## config.mk

```make
export PLATFORM = sky130hd
export DESIGN_NAME = roc_curve_auc_engine
export DESIGN_NICKNAME = d
export VERILOG_FILES = /design/src/rcae_pkg.sv /design/src/roc_curve_auc_engine.sv /design/src/rcae_ram.sv /design/src/rcae_div.sv
export SDC_FILE = /design/constraint.sdc
export NUM_CORES = 2
export LEC_CHECK = 0
export ABC_AREA = 1
export BUFFER_PORTS_ARGS = -buffer_cell sky130_fd_sc_hd__buf_2
export CAP_MARGIN = 20
export CELL_PAD_IN_SITES_DETAIL_PLACEMENT = 1
export CELL_PAD_IN_SITES_GLOBAL_PLACEMENT = 1
export CORE_MARGIN = 2
export CORE_UTILIZATION = 55
export CTS_CLUSTER_DIAMETER = 120
export CTS_CLUSTER_SIZE = 8
export DETAILED_ROUTE_END_ITERATION = 16
export PLACE_DENSITY_LB_ADDON = 0.1
export SYNTH_ARGS = -nofsm -noshare
export SYNTH_HDL_FRONTEND = slang
export SYNTH_SLANG_ARGS = --single-unit
```

## constraint.sdc

```tcl
create_clock -name clk -period 9.8 [get_ports clk]
set_clock_uncertainty 0.2 [all_clocks]
set_input_delay 0 -clock clk [delete_from_list [all_inputs] [get_ports clk]]
set_output_delay 0 -clock clk [all_outputs]
set_load 0.05 [all_outputs]
```

## src/rcae_pkg.sv

```systemverilog
// Shared constants and types for the ROC curve / AUC engine.
`default_nettype none
package rcae_pkg;
  localparam int MaxSamplesDefault = 32;
  localparam int ScoreBitsDefault  = 32;
  localparam int CntW   = 6;
  localparam int RateW  = 17;
  localparam int AreaW  = 12;
  localparam logic [1:0] ST_OK    = 2'd0;
  localparam logic [1:0] ST_NOPOS = 2'd1;
  localparam logic [1:0] ST_NONEG = 2'd2;
  localparam logic [1:0] ST_OVF   = 2'd3;
  // divider request / response
  typedef struct packed {
    logic        start;
    logic [32:0] dividend;
    logic [12:0] divisor;
  } rcae_div_req_t;
  typedef struct packed {
    logic        done;
    logic [32:0] quotient;
  } rcae_div_rsp_t;
endpackage
`default_nettype wire

```

## src/roc_curve_auc_engine.sv

```systemverilog
// Top level of the ROC curve / AUC engine.
// Channel | Dir | Ports                  | Payload
// in      | in  | in_tvalid/tready/tdata | tdata: score; tuser: is_positive; tlast: final_sample
// out     | out | out_tvalid/tready/tdata| tdata: counts, rates, area; tuser: status; tlast: end
// A non-final sample is stored and counted, or flags overflow once the RAM is full. A valid
// final sample runs an insertion sort over the sample RAMs (per sample a read, a wait and
// compares that shift until a put), then a walk over the ranked samples; each point runs the
// shared serial divider (33 steps) twice, and the closing point once more for the area.
// Synchronous active-low reset clears counts and sequencer; RAMs are not cleared.
// The walk pauses while a result waits in the output register; input waits meanwhile.
`default_nettype none
module roc_curve_auc_engine import rcae_pkg::*; #(
  parameter int MAX_SAMPLES = MaxSamplesDefault,
  parameter int SCORE_BITS  = ScoreBitsDefault
) (
  input  wire logic        clk,
  input  wire logic        rst_n,
  input  wire logic        in_tvalid,
  output logic             in_tready,
  input  wire logic [31:0] in_tdata,   // score[31:0]
  input  wire logic        in_tuser,   // is_positive
  input  wire logic        in_tlast,   // final_sample
  output logic             out_tvalid,
  input  wire logic        out_tready,
  output logic [63:0]      out_tdata,  // fp_count[5:0] tp_count[11:6] fp_rate[28:12]
                                       // tp_rate[45:29] area[62:46] zero[63]
  output logic [1:0]       out_tuser,  // status
  output logic             out_tlast   // end_of_curve
);
  localparam int AW = (MAX_SAMPLES > 1) ? $clog2(MAX_SAMPLES) : 1;
  localparam int KW = (SCORE_BITS < 32) ? SCORE_BITS : 32;
  localparam int RD = 1 << AW;

  typedef enum logic [4:0] {
    S_LOAD, S_SORT_I, S_SORT_RD, S_SORT_WK, S_SORT_CMP, S_SORT_PUT,
    S_WALK_RD, S_WALK_WK, S_WALK_CHK, S_DIV_FP, S_WAIT_FP, S_DIV_TP,
    S_WAIT_TP, S_EMIT, S_STEP, S_AUC, S_WAIT_AUC, S_FINAL
  } state_t;

  state_t st_r;
  logic [CntW-1:0] n_r, pos_r, neg_r;
  logic ovf_r;
  logic [AreaW-1:0] area_r;
  logic [AW:0] i_r, j_r;
  logic [KW-1:0] ki_r, prev_r;
  logic lab_r;
  logic have_r, lastpt_r;
  logic [CntW-1:0] fp_r, tp_r, fpp_r, tpp_r;
  logic [RateW-1:0] fpr_r, tpr_r, auc_r;
  logic [AW-1:0] shv_r;

  // RAM ports
  logic            s_we, o_we;
  logic [AW-1:0]   s_wa, s_ra, o_wa, o_ra, o_wd;
  logic [KW:0]     s_wd, s_rd;
  logic [AW-1:0]   o_rd;

  rcae_ram #(.WIDTH(KW+1), .DEPTH(RD)) u_smp (
    .clk(clk), .we(s_we), .waddr(s_wa), .wdata(s_wd), .raddr(s_ra), .rdata(s_rd));
  rcae_ram #(.WIDTH(AW), .DEPTH(RD)) u_rank (
    .clk(clk), .we(o_we), .waddr(o_wa), .wdata(o_wd), .raddr(o_ra), .rdata(o_rd));

  rcae_div_req_t dreq;
  rcae_div_rsp_t drsp;
  rcae_div u_div (.clk(clk), .rst_n(rst_n), .req(dreq), .rsp(drsp));

  logic in_xfer;
  assign in_tready = (st_r == S_LOAD) && !out_tvalid;
  assign in_xfer = in_tvalid && in_tready;

  logic [KW-1:0] key_in;
  assign key_in = in_tdata[KW-1:0] ^ {1'b1, {(KW-1){1'b0}}};
  logic room;
  assign room = ({1'b0, n_r} < 7'(MAX_SAMPLES));

  logic [AW:0] jm1;
  assign jm1 = j_r - 1'b1;

  always_comb begin
    s_we = in_xfer && room;
    s_wa = n_r[AW-1:0];
    s_wd = {in_tuser, key_in};
    o_we = 1'b0;
    o_wa = j_r[AW-1:0];
    o_wd = i_r[AW-1:0];
    o_ra = jm1[AW-1:0];
    s_ra = i_r[AW-1:0];
    case (st_r)
      S_SORT_RD:  s_ra = i_r[AW-1:0];
      S_SORT_WK:  s_ra = o_rd;
      S_SORT_CMP: begin
        s_ra = o_rd;
        if (j_r != '0 && s_rd[KW-1:0] < ki_r) begin
          o_we = 1'b1; o_wd = shv_r;
        end
      end
      S_SORT_PUT: o_we = 1'b1;
      S_WALK_RD:  o_ra = i_r[AW-1:0];
      S_WALK_WK:  s_ra = o_rd;
      default: ;
    endcase
  end

  // area step: (fp-fpp)*(tp+tpp), narrow multiply
  logic [13:0] area_prod;
  logic [AreaW-1:0] area_add;
  assign area_prod = {1'b0, fp_r - fpp_r} * ({1'b0, tp_r} + {1'b0, tpp_r});
  assign area_add = area_prod[AreaW-1:0];

  always_ff @(posedge clk) begin
    if (!rst_n) begin
      st_r <= S_LOAD; n_r <= '0; pos_r <= '0; neg_r <= '0; ovf_r <= 1'b0;
      area_r <= '0; out_tvalid <= 1'b0; dreq.start <= 1'b0;
    end else begin
      dreq.start <= (st_r == S_DIV_FP) || (st_r == S_DIV_TP) || (st_r == S_AUC);
      if (out_tvalid && out_tready) out_tvalid <= 1'b0;
      case (st_r)
        S_LOAD: if (in_xfer) begin
          if (in_tlast) begin
            if (!room || ovf_r || (pos_r == '0 && !(room && in_tuser))
                || (neg_r == '0 && !(room && !in_tuser))) begin
              out_tvalid <= 1'b1; out_tlast <= 1'b1; out_tdata <= '0;
              out_tuser <= (!room || ovf_r) ? ST_OVF :
                           (pos_r == '0 && !(room && in_tuser)) ? ST_NOPOS : ST_NONEG;
              n_r <= '0; pos_r <= '0; neg_r <= '0; ovf_r <= 1'b0;
            end else begin
              n_r <= n_r + 1'b1;
              if (in_tuser) pos_r <= pos_r + 1'b1; else neg_r <= neg_r + 1'b1;
              i_r <= '0; st_r <= S_SORT_I;
            end
          end else if (room) begin
            n_r <= n_r + 1'b1;
            if (in_tuser) pos_r <= pos_r + 1'b1; else neg_r <= neg_r + 1'b1;
          end else ovf_r <= 1'b1;
        end
        S_SORT_I: begin
          if ({1'b0, i_r} == 7'(n_r)) begin
            area_r <= '0; fp_r <= '0; tp_r <= '0; fpp_r <= '0; tpp_r <= '0;
            have_r <= 1'b0; i_r <= '0; st_r <= S_WALK_RD;
          end else begin
            j_r <= i_r; st_r <= S_SORT_RD;
          end
        end
        S_SORT_RD: st_r <= S_SORT_WK;   // score[i] read, rank[j-1] read
        S_SORT_WK: begin
          ki_r <= s_rd[KW-1:0]; shv_r <= o_rd;
          st_r <= (j_r == '0) ? S_SORT_PUT : S_SORT_CMP;
        end
        S_SORT_CMP: begin
          if (j_r != '0 && s_rd[KW-1:0] < ki_r) begin
            j_r <= jm1; st_r <= S_SORT_RD;
          end else st_r <= S_SORT_PUT;
        end
        S_SORT_PUT: begin
          i_r <= i_r + 1'b1; st_r <= S_SORT_I;
        end
        S_WALK_RD: st_r <= S_WALK_WK;
        S_WALK_WK: st_r <= S_WALK_CHK;
        S_WALK_CHK: begin
          // hold the ranked sample; the RAM read port moves on
          ki_r <= s_rd[KW-1:0]; lab_r <= s_rd[KW];
          if (!have_r || s_rd[KW-1:0] != prev_r) begin
            lastpt_r <= 1'b0; st_r <= S_DIV_FP;
          end else st_r <= S_STEP;
        end
        S_DIV_FP: begin
          dreq.dividend <= {11'd0, fp_r, 16'd0};
          dreq.divisor <= {7'd0, neg_r}; st_r <= S_WAIT_FP;
        end
        S_WAIT_FP: if (drsp.done) begin
          fpr_r <= drsp.quotient[RateW-1:0]; st_r <= S_DIV_TP;
        end
        S_DIV_TP: begin
          dreq.dividend <= {11'd0, tp_r, 16'd0};
          dreq.divisor <= {7'd0, pos_r}; st_r <= S_WAIT_TP;
        end
        S_WAIT_TP: if (drsp.done) begin
          tpr_r <= drsp.quotient[RateW-1:0];
          area_r <= area_r + area_add;
          fpp_r <= fp_r; tpp_r <= tp_r;
          st_r <= lastpt_r ? S_AUC : S_EMIT;
        end
        S_EMIT: if (!out_tvalid) begin
          out_tvalid <= 1'b1; out_tlast <= 1'b0; out_tuser <= ST_OK;
          out_tdata <= {1'b0, 17'd0, tpr_r, fpr_r, tp_r, fp_r};
          prev_r <= ki_r; have_r <= 1'b1; st_r <= S_STEP;
        end
        S_STEP: begin
          if (lab_r) tp_r <= tp_r + 1'b1; else fp_r <= fp_r + 1'b1;
          if ({1'b0, i_r} + 7'd1 == 7'(n_r)) begin
            lastpt_r <= 1'b1; st_r <= S_DIV_FP;
          end else begin
            i_r <= i_r + 1'b1; st_r <= S_WALK_RD;
          end
        end
        S_AUC: begin
          dreq.dividend <= {5'd0, area_r, 16'd0};
          dreq.divisor <= 13'({pos_r, 1'b0}) * 13'(neg_r);
          st_r <= S_WAIT_AUC;
        end
        S_WAIT_AUC: if (drsp.done) begin
          auc_r <= drsp.quotient[RateW-1:0]; st_r <= S_FINAL;
        end
        S_FINAL: if (!out_tvalid) begin
          out_tvalid <= 1'b1; out_tlast <= 1'b1; out_tuser <= ST_OK;
          out_tdata <= {1'b0, auc_r, tpr_r, fpr_r, tp_r, fp_r};
          n_r <= '0; pos_r <= '0; neg_r <= '0; ovf_r <= 1'b0;
          st_r <= S_LOAD;
        end
        default: st_r <= S_LOAD;
      endcase
    end
  end

`ifndef ASSERT_OFF
  a_no_accept_busy: assert property (@(posedge clk) disable iff (!rst_n)
    st_r != S_LOAD |-> !in_tready) else $error("accept while busy");
  a_count_sum: assert property (@(posedge clk) disable iff (!rst_n)
    st_r == S_LOAD |-> (pos_r + neg_r) == n_r) else $error("count mismatch");
  a_err_last: assert property (@(posedge clk) disable iff (!rst_n)
    out_tvalid && out_tuser != ST_OK |-> out_tlast) else $error("error not last");
`endif
endmodule
`default_nettype wire

```

## src/rcae_ram.sv

```systemverilog
// Generic single-port-write RAM with registered read.
`default_nettype none
module rcae_ram #(
  parameter int WIDTH = 8,
  parameter int DEPTH = 32
) (
  input  wire logic                     clk,
  input  wire logic                     we,
  input  wire logic [$clog2(DEPTH)-1:0] waddr,
  input  wire logic [WIDTH-1:0]         wdata,
  input  wire logic [$clog2(DEPTH)-1:0] raddr,
  output logic      [WIDTH-1:0]         rdata
);
  logic [WIDTH-1:0] mem [DEPTH];
  always_ff @(posedge clk) begin
    if (we) mem[waddr] <= wdata;
    rdata <= mem[raddr];
  end
endmodule
`default_nettype wire

```

## src/rcae_div.sv

```systemverilog
// Restoring divider, one quotient bit per cycle.
`default_nettype none
module rcae_div import rcae_pkg::*; (
  input  wire logic          clk,
  input  wire logic          rst_n,
  input  wire rcae_div_req_t req,
  output rcae_div_rsp_t      rsp
);
  logic [32:0] q_r;
  logic [12:0] rem_r;
  logic [12:0] dv_r;
  logic [5:0]  cnt_r;
  logic        busy_r;
  logic        done_r;
  logic [13:0] trial;
  logic [13:0] diff;
  assign trial = {rem_r, q_r[32]};
  assign diff  = trial - {1'b0, dv_r};
  always_ff @(posedge clk) begin
    if (!rst_n) begin
      busy_r <= 1'b0;
      done_r <= 1'b0;
    end else begin
      done_r <= busy_r && !req.start && (cnt_r == 6'd1);
      if (req.start) begin
        busy_r <= 1'b1;
        q_r    <= req.dividend;
        rem_r  <= '0;
        dv_r   <= req.divisor;
        cnt_r  <= 6'd33;
      end else if (busy_r) begin
        // remainder stays below the divisor, so it fits in 13 bits
        if (trial >= {1'b0, dv_r}) begin
          rem_r <= diff[12:0];
          q_r   <= {q_r[31:0], 1'b1};
        end else begin
          rem_r <= trial[12:0];
          q_r   <= {q_r[31:0], 1'b0};
        end
        cnt_r <= cnt_r - 6'd1;
        if (cnt_r == 6'd1) busy_r <= 1'b0;
      end
    end
  end
  assign rsp = '{done: done_r, quotient: q_r};
endmodule
`default_nettype wire

```

* Word level (Yosys, flattened, before mapping)
Memory sizes are Yosys's and may differ from the RTL's. A register that Yosys moved wholly into a read port is not among the register bits. Cells that the tools add are included.
Storage, ports and cells: memory bits (writable) 1216, memories 2, bits in registers 377, logic and storage cells 272, output and inout port bits 69, input port bits 38
Cells by class: bitwise operators 2, add/subtract/negate cells 13, reduce and logical (&&, ||, !) cells 66, muxes and demuxes 108, equality and inequality tests 42, order comparisons 3, $mul 2
Memories:
- u_smp.mem | words 32, width 33, rd ports 1, clocked after memory_dff 1, write ports 1, RTL line rcae_ram.sv:14 | logic [WIDTH-1:0] mem [DEPTH];
- u_rank.mem | words 32, width 5, rd ports 1, clocked after memory_dff 1, write ports 1, RTL line rcae_ram.sv:14
Operators with widths (count):
- 64-bit 2-to-1 mux | 5
- 64-bit case mux with 3 select lines | 1
- 6-bit 2-to-1 mux | 27
- 46-bit case mux with 3 select lines | 1
- 6-bit case mux with 2 select lines | 8
- 5-bit case mux with 18 select lines | 1
- 33-bit 2-to-1 mux | 2
- 5-bit 2-to-1 mux | 12
- 5-bit by 4-bit == test with 1-bit output, second input constant | 8
- 6-bit by 1-bit adder with 6-bit output, second input constant | 6
- 32-bit < comparator | 1
- 32-bit != test | 1
- 2-bit != test, second input constant | 14
- 4-bit AND reduction | 7
- 1-bit 2-to-1 mux | 27
- 13-bit 2-to-1 mux | 2
- 12-bit 2-to-1 mux | 2
- 12-bit case mux with 2 select lines | 1
- 6-bit case mux with 4 select lines | 1
- 5-bit by 3-bit == test with 1-bit output, second input constant | 4
- 6-bit zero test | 3
- 2-bit nonzero test | 8
- 3-bit AND reduction | 5
- 14-bit by 13-bit greater-or-equal comparator with 1-bit output | 1
- 39 further kinds | 88

* Longest topological paths before layout
depth after elaboration 10, mapped depth 28, gate-level depth less buffers 28

* By module
Synthesis repeated with hierarchy kept, for this count alone.
Second synthesis, totals: cell total of the unflattened synthesis 6323, area, all modules 69930.8 um2
Modules (own cells, without submodules):
- rcae_ram (u_smp) | area each 43680.6 um2, cells an instance 3645, instances 1, seq. area each 32371.0 um2
- roc_curve_auc_engine | area each 15742.6 um2, cells an instance 1637, instances 1, seq. area each 8267.9 um2
- rcae_ram (u_rank) | area each 6796.5 um2, cells an instance 595, instances 1, seq. area each 4904.7 um2
- rcae_div | area each 3711.1 um2, cells an instance 446, instances 1, seq. area each 1991.9 um2

* Least setup slack after synthesis
No wires, ideal clock.
path type register to register, start point register tp_r[2], end point register area_r[10], arrival 5.048 ns, library setup time 0.132 ns, path slack 4.420 ns, data required time 9.468 ns, stages on the path, launching flop included 29, clock period less this slack 5.380 ns, buffers on the path 0, path through edfxtp_1 > ha_1 > nand2_1 > nor2_1 > a211oi_1 > or2_2 > nand2_1 > a21oi_1 > xor2_1 > inv_1 > nand2_1 > fa_1 > fa_1 > inv_1 > fa_1 > inv_1 > fa_1 > inv_1 > ha_1 > inv_1 > nor3_1 > nand2_1 > nand2_1 > nand2_1 > nand2_1 > a21oi_1 > or2_2 > nand3_1 > a21oi_1
Between the ends: longest elaborated chain between the ends 5
Ends and longest elaborated chain:
- start, declared | RTL line roc_curve_auc_engine.sv:48 | logic [CntW-1:0] fp_r, tp_r, fpp_r, tpp_r;
- start signal, assigned | RTL line roc_curve_auc_engine.sv:189 | if (lab_r) tp_r <= tp_r + 1'b1; else fp_r <= fp_r + 1'b1;
- 6-bit by 6-bit adder with 7-bit output | RTL line roc_curve_auc_engine.sv:107 | assign area_prod = {1'b0, fp_r - fpp_r} * ({1'b0, tp_r} + {1'b0, tpp_r});
- 6-bit by 7-bit multiplier with 12-bit output | RTL line roc_curve_auc_engine.sv:107
- 12-bit adder | RTL line roc_curve_auc_engine.sv:179 | area_r <= area_r + area_add;
- 12-bit 2-to-1 mux | RTL line roc_curve_auc_engine.sv:177 | S_WAIT_TP: if (drsp.done) begin
- 12-bit case mux with 2 select lines | RTL line roc_curve_auc_engine.sv:117 | case (st_r)
- end signal, assigned | RTL line roc_curve_auc_engine.sv:179
- end, declared | RTL line roc_curve_auc_engine.sv:43 | logic [AreaW-1:0] area_r;
Every way passes these cells. The select of a mux whose other input is x is not followed. A chain may end at the register's enable or synchronous reset.

* Final worst setup path
Same ends and word-level chain as after synthesis.

==> impl_metrics.toml <==
[grt]
grt-ovfl-total = 0
grt_pass1_wl_um = 334000
grt_max_degree = 202
grt_pass1_vias = 55300
antenna_found_initial = 7
grt_usage = 0.329

[final_layout]
fillerInstances = 13900
seqCellArea_um2 = 47500
stdcell_area_um2 = 81800
layout-drive-gt1-share = 0.0779
nNetsFinal = 7391
multiInputGateArea_um2 = 18800
mostFrequentLayoutCell = "nand2_1"
stdcell_count = 9104
area_growth_pct = 12.4
final_cell_mix = "1,718 x nand2_1, 1,531 x edfxtp_1, 1,379 x inv_1"

[critical_path]
crit_path_start = "tp_r[2]$_SDFFCE_PN0P_"
path_buf_inv = 5
r2r_cells = 28
worstSetupEndpointType = "flip-flop"
worstPathRequired_ps = 10290
slowest_stage = "fa_1"
crit_path_max_fanout = 7
max_stage_delay_ps = 560
reg2reg_to = "area_r[10]$_SDFFE_PN0P_"
regToRegStartpoint = "tp_r[2]$_SDFFCE_PN0P_"
crit_top_cell = "nand2_1"
reg2reg_slack_ps = 3780
crit_path_start_kind = "flip-flop"
critical_path_arrival_ps = 6500
crit_family = "adder cells"
crit_type = "reg -> reg"

[power]
total_power_mw = 17.9
power.density_nw_per_um2 = 219
total_leakage_power_nw = 34.8
vdd_ir_drop_max_uv = 208

[cts]
clk_latency_ps = 850
numCtsBuffers = 219
path_clk_slew_ps = 50
root_buffer = "clkbuf_16"
numClockSinks = 1609
cts_max_path_buffers = 3
h-tree-depth = 4
post_cts_buffers = 0
cts_tree = "built"

[timing]
maxSlewViolCount = 0
setup_violations = 0
tightest_slew_ps = 1180
min_period_ps = 6020
finalCritPeriodShare = 0.614
slew_headroom = 0.212
fin_tns_setup_ps = 0
fmax_mhz = 166
rsz0062_at_grt = "false"
fin_hold_ws_ps = 42.2
hold_viol = 0

[run]
drv_cap = 0

[run_status]
outcome = "complete, no violations"

[detailed_routing]
post-route-drc-count = 0
viasPerCell = 5.71
wl_met3_um = 15200
vias = 52000
ant_nets = 0
routed.top_layer = "met5"
drt-total-wl_um = 222000
wl_per_cell_um = 24.4
wl_met2_um = 111000
drtIter0Drc = 4663
met1_length_um = 86700
dr.pass1.iters = 5

[floorplanning]
chipHeight_um = 368
io_pins = 107
die_area_um2 = 135000
die_x_um = 368
initial_utilization = 0.554
rows = 133
fp.coreArea_um2 = 131000

[worst_hold_path]
min-delay-start = "in_tdata[20]"
holdPathStages = 2
min_path_type = "in -> reg"
min_to = "u_smp.mem[21][20]$_DFFE_PP_"

[synth]
ys_types = 50
synth_seq_cells = 1609
ys.flop_type = "edfxtp_1"
synth_warnings = 0
avgSynthCellArea_um2 = 10.3
synthArstFlopShare = 0
synth_edf_count = 1531
ys_seq_area_frac = 0.653
syn_area_um2 = 72800
synth_nets = 7236
synthCells = 7032

[placement]
portBuffers = 105
dp_hpwl_um = 120000
routabilityCongestion = 0.806
place_inst = 8673
placed_area_um2 = 75000
## metal layers
metal / GRT usage / vias to the layer above
met2: 0.568 / 2017
met4: 0.136 / 6
li1: - / 23200
met3: 0.0539 / 557
met5: 0 / -
met1: 0.412 / 26300
## through the flow
stage / worst slack (ps) / util
final: 3780 / 0.622
after CTS: 3720 / 0.622
after global routing: 3190 / 0.622
after floorplan: 4420 / -
after detailed placement: 3780 / 0.570
after global placement: 3820 / 0.570
## flip-flops by register name, indices dropped and copies added, names as in the netlist, 17 cells and up
register     flops
u_smp.mem     1056
u_rank.mem     160
out_tdata       63
u_div.q_r       33
u_smp.rdata     33
ki_r            32
prev_r          32
dreq            26
auc_r           17
fpr_r           17
tpr_r           17
## how the worst max path moves through the flow
stage | slack, ps | cells past startpoint | to
CTS | 3720 | 28 | area_r[10]$_SDFFE_PN0P_
detailed placement | 3780 | 28 | area_r[10]$_SDFFE_PN0P_
floorplan | 4420 | 28 | area_r[10]$_SDFFE_PN0P_
global placement | 3820 | 28 | area_r[10]$_SDFFE_PN0P_
global route | 3190 | 28 | area_r[10]$_SDFFE_PN0P_
finish | 3780 | 28 | area_r[10]$_SDFFE_PN0P_
## cell usage after synthesis (all sizes together) (13+ instances only)
| library cell | n | area, um2 |
|---|---|---|
| xnor2 | 20 | 175 |
| nor3 | 27 | 135 |
| xor2 | 20 | 175 |
| nand2 | 1727 | 6520 |
| buf | 218 | 1320 |
| or2 | 73 | 457 |
| a21oi | 114 | 571 |
| nand4 | 13 | 87.6 |
| nor2 | 316 | 1200 |
| edfxtp | 1531 | 46000 |
| fa | 48 | 961 |
| nand3 | 1055 | 5300 |
| o211ai | 60 | 450 |
| clkbuf | 79 | 297 |
| dfxtp | 78 | 1560 |
| inv | 1387 | 5210 |
| o21ai | 87 | 469 |
| ha | 118 | 1480 |
## where the power goes
group,leakage (nW),switching (mW),internal (mW)
logic,17.3,2.02,0.736
registers,14.5,0.188,7.83
clock network,3.02,2.93,4.20
total,34.8,5.14,12.8
## layout make-up
cell class / instances / share of cell area
antenna: 2 / 0.0000612
timing repair buffer: 231 / 0.0205
inverter: 1390 / 0.0638
multi-input combinational: 3736 / 0.230
tap: 1755 / 0.0268
sequential: 1609 / 0.581
clock inverter: 15 / 0.00370
clock buffer: 366 / 0.0742
## cell families (layout without fill, tap and decap cells)
kind of cell / after synthesis / after routing / share of synthesized area
AND/OR/NAND/NOR: 3226 / 3226 / 0.190
buffers and inverters: 1687 / 2002 / 0.0939
flip-flops: 1609 / 1609 / 0.653
AO/OA/AOI/OAI: 303 / 303 / 0.0249
adder cells (fa/ha/maj): 166 / 166 / 0.0335
XOR/XNOR: 40 / 40 / 0.00481
other: 1 / 3 / 0.0000515
## repair_timing
action | CTS | global route
resized for setup | 0 | 0
hold buffers | 47 | 0
endpoints found under the hold margin | 1131 | 0
No activity file was read; power rests on OpenSTA's default activity.
